==> config.mk <==
export PLATFORM = sky130hd
export DESIGN_NAME = tick_seconds_and_led_pattern_blinker_flat
export DESIGN_NICKNAME = d
export VERILOG_FILES = /design/src/sv/tslb_pkg.sv /design/src/sv/tslb_if.sv /design/src/sv/tslb_led.sv /design/src/sv/tick_seconds_and_led_pattern_blinker.sv /design/src/flat_wrapper.sv
export SDC_FILE = /design/constraint.sdc
export NUM_CORES = 1
export LEC_CHECK = 0
export BUFFER_PORTS_ARGS = -buffer_cell sky130_fd_sc_hd__buf_4
export CORE_ASPECT_RATIO = 2
export CORE_MARGIN = 1
export CORE_UTILIZATION = 30
export CTS_CLUSTER_DIAMETER = 200
export DETAILED_ROUTE_END_ITERATION = 8
export GPL_TIMING_DRIVEN = 0
export HOLD_SLACK_MARGIN = 0.12
export SLEW_MARGIN = 30
export SYNTH_ARGS = -nofsm -noshare
export SYNTH_HDL_FRONTEND = slang
export SYNTH_SLANG_ARGS = --single-unit
==> constraint.sdc <==
create_clock -name i_clk -period 7.7 [get_ports i_clk]
set_clock_uncertainty 0.1 [all_clocks]
set_input_delay 0.385 -clock i_clk [delete_from_list [all_inputs] [get_ports i_clk]]
set_output_delay 0.385 -clock i_clk [all_outputs]
set_load 0.01 [all_outputs]
==> src/sv/tslb_pkg.sv <==
// ----------------------------------------------------------------------------
// tslb_pkg
// Shared widths, constants and register codes of the tick/seconds/LED blinker.
// ----------------------------------------------------------------------------
package tslb_pkg;

    localparam int NUM_LEDS      = 2;
    localparam int LED_SLOTS     = 2;
    localparam int PATTERN_BITS  = 32;

    localparam int RATE_W        = 16;
    localparam int SECONDS_W     = 32;
    localparam int PATTERN_W     = 32;
    localparam int PERIOD_W      = 16;
    localparam int BITS_LEFT_W   = $clog2(PATTERN_BITS + 1);
    localparam int CFG_IDX_W     = 3;
    localparam int CFG_DATA_W    = 32;

    localparam logic [RATE_W-1:0]   TICK_RATE_RESET = RATE_W'(100);
    localparam logic [PERIOD_W-1:0] PERIOD_RESET    = PERIOD_W'(1);

    typedef enum logic [CFG_IDX_W-1:0] {
        REG_TICK_RATE    = 3'd0,
        REG_LED0_PATTERN = 3'd1,
        REG_LED0_PERIOD  = 3'd2,
        REG_LED1_PATTERN = 3'd3,
        REG_LED1_PERIOD  = 3'd4
    } t_reg_idx;

    typedef enum logic {
        OP_TICK     = 1'b0,
        OP_LOAD_SEC = 1'b1
    } t_opcode;

    // Control bundle from the top level to one LED channel
    typedef struct packed {
        logic                  tick;
        logic                  wr_pattern;
        logic                  wr_period;
        logic [CFG_DATA_W-1:0] wdata;
    } t_led_ctl;

endpackage

==> src/sv/tslb_if.sv <==
// ----------------------------------------------------------------------------
// tslb_if
// Valid/ready channels of the blinker: input items, results, register writes.
// ----------------------------------------------------------------------------
interface tslb_in_if import tslb_pkg::*; ();
    logic                 valid;
    logic                 ready;
    logic                 opcode;
    logic [SECONDS_W-1:0] time_value;

    modport source (output valid, opcode, time_value, input ready);
    modport sink   (input valid, opcode, time_value, output ready);
endinterface

interface tslb_out_if import tslb_pkg::*; ();
    logic                 valid;
    logic                 ready;
    logic [SECONDS_W-1:0] seconds;
    logic                 second_elapsed;
    logic                 led0_on;
    logic                 led1_on;

    modport source (output valid, seconds, second_elapsed, led0_on, led1_on, input ready);
    modport sink   (input valid, seconds, second_elapsed, led0_on, led1_on, output ready);
endinterface

interface tslb_cfg_if import tslb_pkg::*; ();
    logic                  valid;
    logic                  ready;
    logic [CFG_IDX_W-1:0]  index;
    logic [CFG_DATA_W-1:0] data;

    modport source (output valid, index, data, input ready);
    modport sink   (input valid, index, data, output ready);
endinterface

==> src/sv/tslb_led.sv <==
// ----------------------------------------------------------------------------
// tslb_led
// One LED channel: bit countdown, pattern shift register and LED level.
// ----------------------------------------------------------------------------
module tslb_led
    import tslb_pkg::*;
(
    input  logic     i_clk,
    input  logic     i_rst_n,
    input  t_led_ctl i_ctl,
    output logic     o_level_nxt
);

    logic [PATTERN_W-1:0]   r_pattern, n_pattern;
    logic [PERIOD_W-1:0]    r_period, n_period;
    logic [PATTERN_W-1:0]   r_shift, n_shift;
    logic [PERIOD_W-1:0]    r_count, n_count;
    logic [BITS_LEFT_W-1:0] r_bits_left, n_bits_left;
    logic                   r_level, n_level;

    logic [PERIOD_W-1:0]    w_count_dec;
    logic [BITS_LEFT_W-1:0] w_bits_dec;

    assign w_count_dec = r_count - PERIOD_W'(1);
    assign w_bits_dec  = r_bits_left - BITS_LEFT_W'(1);

    always_comb begin
        n_pattern   = r_pattern;
        n_period    = r_period;
        n_shift     = r_shift;
        n_count     = r_count;
        n_bits_left = r_bits_left;
        n_level     = r_level;
        if (i_ctl.wr_pattern || i_ctl.wr_period) begin
            // restart the channel, keep the level
            if (i_ctl.wr_pattern) begin
                n_pattern = i_ctl.wdata[PATTERN_W-1:0];
            end
            if (i_ctl.wr_period) begin
                n_period = i_ctl.wdata[PERIOD_W-1:0];
            end
            n_shift     = i_ctl.wr_pattern ? i_ctl.wdata[PATTERN_W-1:0] : r_pattern;
            n_count     = PERIOD_W'(1);
            n_bits_left = BITS_LEFT_W'(1);
        end else if (i_ctl.tick) begin
            n_count = w_count_dec;
            if (w_count_dec == '0) begin
                n_count     = r_period;
                n_level     = r_shift[0];
                n_shift     = r_shift >> 1;
                n_bits_left = w_bits_dec;
                if (w_bits_dec == '0) begin
                    n_bits_left = BITS_LEFT_W'(PATTERN_BITS);
                    n_shift     = r_pattern;
                end
            end
        end
    end

    always_ff @(posedge i_clk) begin
        if (!i_rst_n) begin
            r_pattern   <= '0;
            r_period    <= PERIOD_RESET;
            r_shift     <= '0;
            r_count     <= PERIOD_W'(1);
            r_bits_left <= BITS_LEFT_W'(1);
            r_level     <= 1'b0;
        end else begin
            r_pattern   <= n_pattern;
            r_period    <= n_period;
            r_shift     <= n_shift;
            r_count     <= n_count;
            r_bits_left <= n_bits_left;
            r_level     <= n_level;
        end
    end

    assign o_level_nxt = n_level;

endmodule

==> src/sv/tick_seconds_and_led_pattern_blinker.sv <==
// ----------------------------------------------------------------------------
// tick_seconds_and_led_pattern_blinker
// Tick prescaler, 32-bit seconds counter and two pattern-driven LED blinkers.
// ----------------------------------------------------------------------------
//   channel   dir  payload                                     transfer when
//   i_in      in   opcode, time_value                          valid & ready
//   o_out     out  seconds, second_elapsed, led0_on, led1_on   valid & ready
//   i_cfg     in   index (3b), data (32b)                      valid & ready
//
// One item per cycle; its result appears in the cycle after its transfer, from
// the result register. All state updates in the cycle of the input transfer.
// Input ready is high while the result register is empty or being drained,
// so a stalled output holds one result and stops further input.
// Reset (synchronous, active low) loads the register reset values; the
// register write port is always ready.
// ----------------------------------------------------------------------------
module tick_seconds_and_led_pattern_blinker
    import tslb_pkg::*;
(
    input  logic        i_clk,
    input  logic        i_rst_n,
    tslb_in_if.sink     i_in,
    tslb_out_if.source  o_out,
    tslb_cfg_if.sink    i_cfg
);

    logic                 w_accept;
    logic                 w_tick;
    logic                 w_cfg_wr;
    logic                 w_sec_done;
    logic [RATE_W-1:0]    w_rate_dec;

    logic [RATE_W-1:0]    r_tick_rate;
    logic [RATE_W-1:0]    r_rate_cnt, n_rate_cnt;
    logic [SECONDS_W-1:0] r_seconds, n_seconds;

    logic                 r_out_valid;
    logic [SECONDS_W-1:0] r_out_seconds;
    logic                 r_out_elapsed;
    logic [LED_SLOTS-1:0] r_out_led;

    t_led_ctl             w_ctl [LED_SLOTS];
    logic [LED_SLOTS-1:0] w_level_nxt;

    assign i_in.ready = !r_out_valid || o_out.ready;
    assign i_cfg.ready = 1'b1;
    assign w_accept   = i_in.valid && i_in.ready;
    assign w_tick     = w_accept && (i_in.opcode == OP_TICK);
    assign w_cfg_wr   = i_cfg.valid && i_cfg.ready;

    assign w_rate_dec = r_rate_cnt - RATE_W'(1);
    assign w_sec_done = w_tick && (w_rate_dec == '0);

    always_comb begin
        n_rate_cnt = r_rate_cnt;
        n_seconds  = r_seconds;
        if (w_cfg_wr && i_cfg.index == REG_TICK_RATE) begin
            n_rate_cnt = i_cfg.data[RATE_W-1:0];
        end else if (w_tick) begin
            n_rate_cnt = w_sec_done ? r_tick_rate : w_rate_dec;
        end
        if (w_accept && i_in.opcode == OP_LOAD_SEC) begin
            n_seconds = i_in.time_value;
        end else if (w_sec_done) begin
            n_seconds = r_seconds + SECONDS_W'(1);
        end
    end

    always_ff @(posedge i_clk) begin
        if (!i_rst_n) begin
            r_tick_rate <= TICK_RATE_RESET;
            r_rate_cnt  <= TICK_RATE_RESET;
            r_seconds   <= '0;
            r_out_valid <= 1'b0;
        end else begin
            if (w_cfg_wr && i_cfg.index == REG_TICK_RATE) begin
                r_tick_rate <= i_cfg.data[RATE_W-1:0];
            end
            r_rate_cnt <= n_rate_cnt;
            r_seconds  <= n_seconds;
            if (w_accept) begin
                r_out_valid <= 1'b1;
            end else if (o_out.ready) begin
                r_out_valid <= 1'b0;
            end
        end
    end

    // result payload: load on transfer, hold otherwise
    always_ff @(posedge i_clk) begin
        if (w_accept) begin
            r_out_seconds <= n_seconds;
            r_out_elapsed <= w_sec_done;
            r_out_led     <= w_level_nxt;
        end
    end

    always_comb begin
        w_ctl[0].tick       = w_tick && (NUM_LEDS > 0);
        w_ctl[0].wr_pattern = w_cfg_wr && (i_cfg.index == REG_LED0_PATTERN);
        w_ctl[0].wr_period  = w_cfg_wr && (i_cfg.index == REG_LED0_PERIOD);
        w_ctl[0].wdata      = i_cfg.data;
        w_ctl[1].tick       = w_tick && (NUM_LEDS > 1);
        w_ctl[1].wr_pattern = w_cfg_wr && (i_cfg.index == REG_LED1_PATTERN);
        w_ctl[1].wr_period  = w_cfg_wr && (i_cfg.index == REG_LED1_PERIOD);
        w_ctl[1].wdata      = i_cfg.data;
    end

    tslb_led u_led0 (
        .i_clk       (i_clk),
        .i_rst_n     (i_rst_n),
        .i_ctl       (w_ctl[0]),
        .o_level_nxt (w_level_nxt[0])
    );

    tslb_led u_led1 (
        .i_clk       (i_clk),
        .i_rst_n     (i_rst_n),
        .i_ctl       (w_ctl[1]),
        .o_level_nxt (w_level_nxt[1])
    );

    assign o_out.valid          = r_out_valid;
    assign o_out.seconds        = r_out_seconds;
    assign o_out.second_elapsed = r_out_elapsed;
    assign o_out.led0_on        = r_out_led[0];
    assign o_out.led1_on        = r_out_led[1];

endmodule

==> src/flat_wrapper.sv <==
// flat-port wrapper written by rule: the top's interface ports become plain ports
module tick_seconds_and_led_pattern_blinker_flat import tslb_pkg::*;
  (i_clk, i_rst_n, i_in_valid, i_in_opcode, i_in_time_value, i_in_ready, o_out_valid, o_out_seconds, o_out_second_elapsed, o_out_led0_on, o_out_led1_on, o_out_ready, i_cfg_valid, i_cfg_index, i_cfg_data, i_cfg_ready);
  tslb_in_if i_in_i ();
  tslb_out_if o_out_i ();
  tslb_cfg_if i_cfg_i ();
  input  logic i_clk;
  input  logic i_rst_n;
  input wire logic [$bits(i_in_i.valid)-1:0] i_in_valid;
  input wire logic [$bits(i_in_i.opcode)-1:0] i_in_opcode;
  input wire logic [$bits(i_in_i.time_value)-1:0] i_in_time_value;
  output wire logic [$bits(i_in_i.ready)-1:0] i_in_ready;
  output wire logic [$bits(o_out_i.valid)-1:0] o_out_valid;
  output wire logic [$bits(o_out_i.seconds)-1:0] o_out_seconds;
  output wire logic [$bits(o_out_i.second_elapsed)-1:0] o_out_second_elapsed;
  output wire logic [$bits(o_out_i.led0_on)-1:0] o_out_led0_on;
  output wire logic [$bits(o_out_i.led1_on)-1:0] o_out_led1_on;
  input wire logic [$bits(o_out_i.ready)-1:0] o_out_ready;
  input wire logic [$bits(i_cfg_i.valid)-1:0] i_cfg_valid;
  input wire logic [$bits(i_cfg_i.index)-1:0] i_cfg_index;
  input wire logic [$bits(i_cfg_i.data)-1:0] i_cfg_data;
  output wire logic [$bits(i_cfg_i.ready)-1:0] i_cfg_ready;
  assign i_in_i.valid = i_in_valid;
  assign i_in_i.opcode = i_in_opcode;
  assign i_in_i.time_value = i_in_time_value;
  assign i_in_ready = i_in_i.ready;
  assign o_out_valid = o_out_i.valid;
  assign o_out_seconds = o_out_i.seconds;
  assign o_out_second_elapsed = o_out_i.second_elapsed;
  assign o_out_led0_on = o_out_i.led0_on;
  assign o_out_led1_on = o_out_i.led1_on;
  assign o_out_i.ready = o_out_ready;
  assign i_cfg_i.valid = i_cfg_valid;
  assign i_cfg_i.index = i_cfg_index;
  assign i_cfg_i.data = i_cfg_data;
  assign i_cfg_ready = i_cfg_i.ready;
  tick_seconds_and_led_pattern_blinker u_core (.i_clk(i_clk), .i_rst_n(i_rst_n), .i_in(i_in_i), .o_out(o_out_i), .i_cfg(i_cfg_i));
endmodule
==> flow_summary_export.csv <==
group,metric,value,unit
setup_path,startpoint_type,"register",
power_and_ir_drop,cellPowerDensity,220,mW/mm²
drt,met2_length,27.9,mm
setup_path,cp_slowest_cell,"a21oi_1",
power_and_ir_drop,pwr-share-seq,0.433,
drt,post-route-drc-count,0,
place,dp.cells,2483,
yosys,synth_top_family_by_area,"compound AO/OA/AOI/OAI gates",
yosys,muxShareOfSynthArea,0.0638,
yosys,synth_compound_area_frac,0.212,
floorplan,rows,115,
yosys,synth_edf_count,35,
yosys,synthArstFlopShare,0,
floorplan,die_w,159,µm
sta,rsz0062_at_grt,"no",
sta,final_hold_viol_count,0,
yosys,yosys_warnings,0,
final_layout,nNetsFinal,2017,
cts,cts_buffer_depth,3,
yosys,synth.distinct_cells,84,
power_and_ir_drop,p_comb_frac,0.170,
flow_run,cap_violations,0,
yosys,syn_avg_cell_area,8.57,µm²
setup_path,critical_path_class,"register to register",
worst_hold_path,hp-start,"o_out_ready",
power_and_ir_drop,power.leakage,6.36,nW
drt,met1_length,18.1,mm
setup_path,crit_chain,"inv_1 -> ha_1 -> nor3b_2 -> nand3b_1 -> a211o_1 -> a2111oi_4 -> nand4_1 -> a21oi_1 -> clkbuf_1 -> a221o_1",
yosys,synth_flop_cell,"dfxtp_1",
power_and_ir_drop,p_int,2.83,mW
setup_path,crit_path_max_fanout,10,
sta,slew_headroom,0.416,
cts,cts_buffers,30,
cts,insertion_delay,610,ps
yosys,synth_adder_area_share,0.00994,
drt,routed_wl,52.4,mm
yosys,postSynthCellCount,1734,
drt,drt_iter0_markers,939,
cts,h-tree-depth,1,
sta,max_freq,254,MHz
yosys,ys_seq_elements,306,
sta,final.setup.tns,0,ps
drt,vias,14000,
setup_path,cpPeakStageDelay,570,ps
cts,numClockSinks,306,
setup_path,arrival,4380,ps
setup_path,worstReg2RegStart,"u_core.u_led1.r_count[0]$_SDFFE_PP1P_",
drt,viasPerCell,5.38,
drt,drt_pre_antenna_iters,5,
final_layout,drive_above_1_share,0.123,
final_layout,fillCellCount,5041,
power_and_ir_drop,p_sw_frac,0.288,
floorplan,die-area,0.0505,mm²
grt,gr-usage-all-layers,0.203,
setup_path,setup.worst_path.start,"u_core.u_led1.r_count[0]$_SDFFE_PP1P_",
floorplan,die_h,317,µm
final_layout,area_delta_synth_final,22.0,%
power_and_ir_drop,clock_power_share,0.397,
place,hpwl,39.5,mm
sta,finalCritPeriodShare,0.512,
setup_path,critPathCaptureType,"register",
grt,grt_max_degree,38,
grt,antenna_found_initial,2,
sta,period_minus_slack,3940,ps
floorplan,initial_core_util,0.303,
floorplan,core_area,0.0491,mm²
yosys,synthSimpleGateAreaFrac,0.206,
final_layout,multiInputGateArea,0.00771,mm²
sta,drv_slew,0,
drt,highest_layer,"met5",
yosys,ys_seq_area_frac,0.436,
yosys,yosys-top-cells-area,"dfxtp_1 37%, nand2_1 7.2%, edfxtp_1 7.1%, a21oi_1 6.7%, mux2i_1 3.5%",
grt,overflow,0,
drt,wl_met3,2.22,mm
run_status,outcome,"complete, no violations",
grt,grt_pass1_wl,79.0,mm
yosys,yosys.area.top_type_share,0.365,
place,gp_congestion,0.944,
final_layout,stdcell_count,2600,
cts,cts-root-buf,"clkbuf_16",
floorplan,io_pins,111,
grt,grt_pass1_vias,14000,
yosys,syn_nets,1818,
sta,worstMarginPinSlew,876,ps
power_and_ir_drop,vdd_drop_max,194,µV
sta,setup_viol,0,
drt,ant_nets,0,
place,portBuffers,105,
power_and_ir_drop,p_sw,1.15,mW
yosys,synth-xor-area-share,0.0259,
setup_path,crit_required,8140,ps
yosys,yosysTopAreaCell,"dfxtp_1",
cts,cts_tree,"built",
drt,post_drt_wl_per_cell,20.1,µm
final_layout,regArea,0.00648,mm²
cts,cts_resized,0,
yosys,syn-cell-area,0.0149,mm²
final_layout,final_util,0.369,
worst_hold_path,hp-class,"primary input to register",
cts,clkSlewWorstSetupHoldPaths,70,ps
power by group through the flow:
stage | clock, mW | sequential, mW | combinational (mW)
after floorplan | 0 | 1.76 | 0.403
after global placement | 0 | 1.76 | 0.637
after detailed placement | 0 | 1.76 | 0.646
after CTS | 1.60 | 1.72 | 0.674
after global routing | 1.66 | 1.73 | 0.726
final | 1.58 | 1.72 | 0.677
state kept, by name, indices dropped and copies added (netlist names):
name	count
u_core.u_led0.r_period	16
u_core.u_led1.r_pattern	32
u_core.u_led1.r_bits_left	6
u_core.o_out.valid	1
u_core.u_led1.r_count	16
u_core.u_led0.r_bits_left	6
u_core.o_out.seconds	32
u_core.u_led0.r_count	16
u_core.u_led0.r_level	1
u_core.u_led1.r_shift	32
u_core.u_led0.r_pattern	32
u_core.u_led0.r_shift	32
u_core.o_out.second_elapsed	1
u_core.u_led1.r_level	1
u_core.r_tick_rate	16
u_core.u_led1.r_period	16
u_core.r_out_led	2
u_core.r_rate_cnt	16
u_core.r_seconds	32
stage by stage:
| stage | hold WS (ps) | power, mW | setup slack [ps] | instance area (µm²) |
|---|---|---|---|---|
| after floorplan | 323 | 2.16 | 4580 | 14900 |
| final | 200 | 3.98 | 3760 | 18100 |
| after CTS | 164 | 4.00 | 3790 | 18100 |
| after detailed placement | 340 | 2.41 | 3780 | 16500 |
| after global placement | 334 | 2.39 | 3010 | 16400 |
| after global routing | 212 | 4.12 | 3440 | 18100 |
kinds of logic after synthesis:
kind of cell / after synthesis
AOI/OAI and AO/OA: 487
xor gates and xnor gates: 44
adders and majority gates: 12
buffers and inverters: 161
DFF: 306
muxes: 90
other: 1
and+or+nand+nor: 633
metal layers:
metal | up-vias | track usage
met5 | - | 0
met3 | 166 | 0.0223
met2 | 442 | 0.399
met1 | 6659 | 0.189
met4 | 2 | 0.156
li1 | 6713 | -
layout by cell type (no fill, tap or decap), drive strengths merged, types with 18 or more instances in the layout:
cell type    count
o21ai           41
nand3           38
edfxtp          35
inv             32
nor3            45
nor4            23
mux2i           52
a211oi          34
xnor2           35
a22o            18
a21oi          199
buf            128
nand4           29
a22oi           39
dlygate4sd3     62
clkbuf         149
nor2           101
o22ai           43
nand2          286
dfxtp          271
mux2            38
area by class of cell:
type / instances / area share
Tap cell: 643 / 0.0444
Timing Repair Buffer: 167 / 0.0775
Buffer: 132 / 0.0318
Antenna cell: 1 / 0.000138
Sequential cell: 306 / 0.357
Clock inverter: 14 / 0.00911
Clock buffer: 41 / 0.0483
Multi-Input combinational cell: 1267 / 0.425
Inverter: 29 / 0.00601
path summary, 6_finish.rpt:
kind                                                          endpoint  slack (ps)  cells past startpoint
worst max-delay path            u_core.u_led1.r_shift[27]$_SDFFE_PN0P_        3760                     10
worst min-delay path                   u_core.o_out.valid$_SDFFE_PN0P_         200                      3
worst max register to register  u_core.u_led1.r_shift[27]$_SDFFE_PN0P_        3760                     10
worst min register to register      u_core.r_tick_rate[2]$_SDFFE_PN1P_         350                      2
critical path: cells and delay by family (launching register included):
kind            cells  cell delay [ps]
buf+inv             2              600
compound gates      4             1700
fa+ha+maj           1              260
flops               1              370
simple gates        3              850
cell usage after synthesis (5+ instances only):
cell type  number
nor4b_1         5
a211oi_1       34
mux2_2         38
nand4_1        28
ha_1           11
a22oi_1        39
nand2b_1        9
nor4_1         20
nand4b_1        5
o21a_1         13
dfxtp_1       271
a221o_1        17
inv_1          28
o211ai_1       17
and4_1          6
nand2_1       286
o22ai_1        43
nor2b_1        10
edfxtp_1       35
nor2_1        101
nor3_1         44
nand3b_1        8
or4_1           8
and2_1          6
a21o_1          7
buf_1           8
a31oi_1         9
and3_1         16
a21oi_1       198
o21ai_0        41
o31ai_1         9
o41ai_1         7
xor2_1          9
mux2i_1        52
o211a_1         8
a22o_1         17
xnor2_1        35
nand3_1        38
buf_2           8
clkbuf_1      105
or3_1          10
timing repair:
action,4_1_cts,5_1_grt
buffers inserted,0,0
hold buffers,61,0
hold endpoints to repair,186,0
Note: power is estimated with default switching activity, not from simulation.
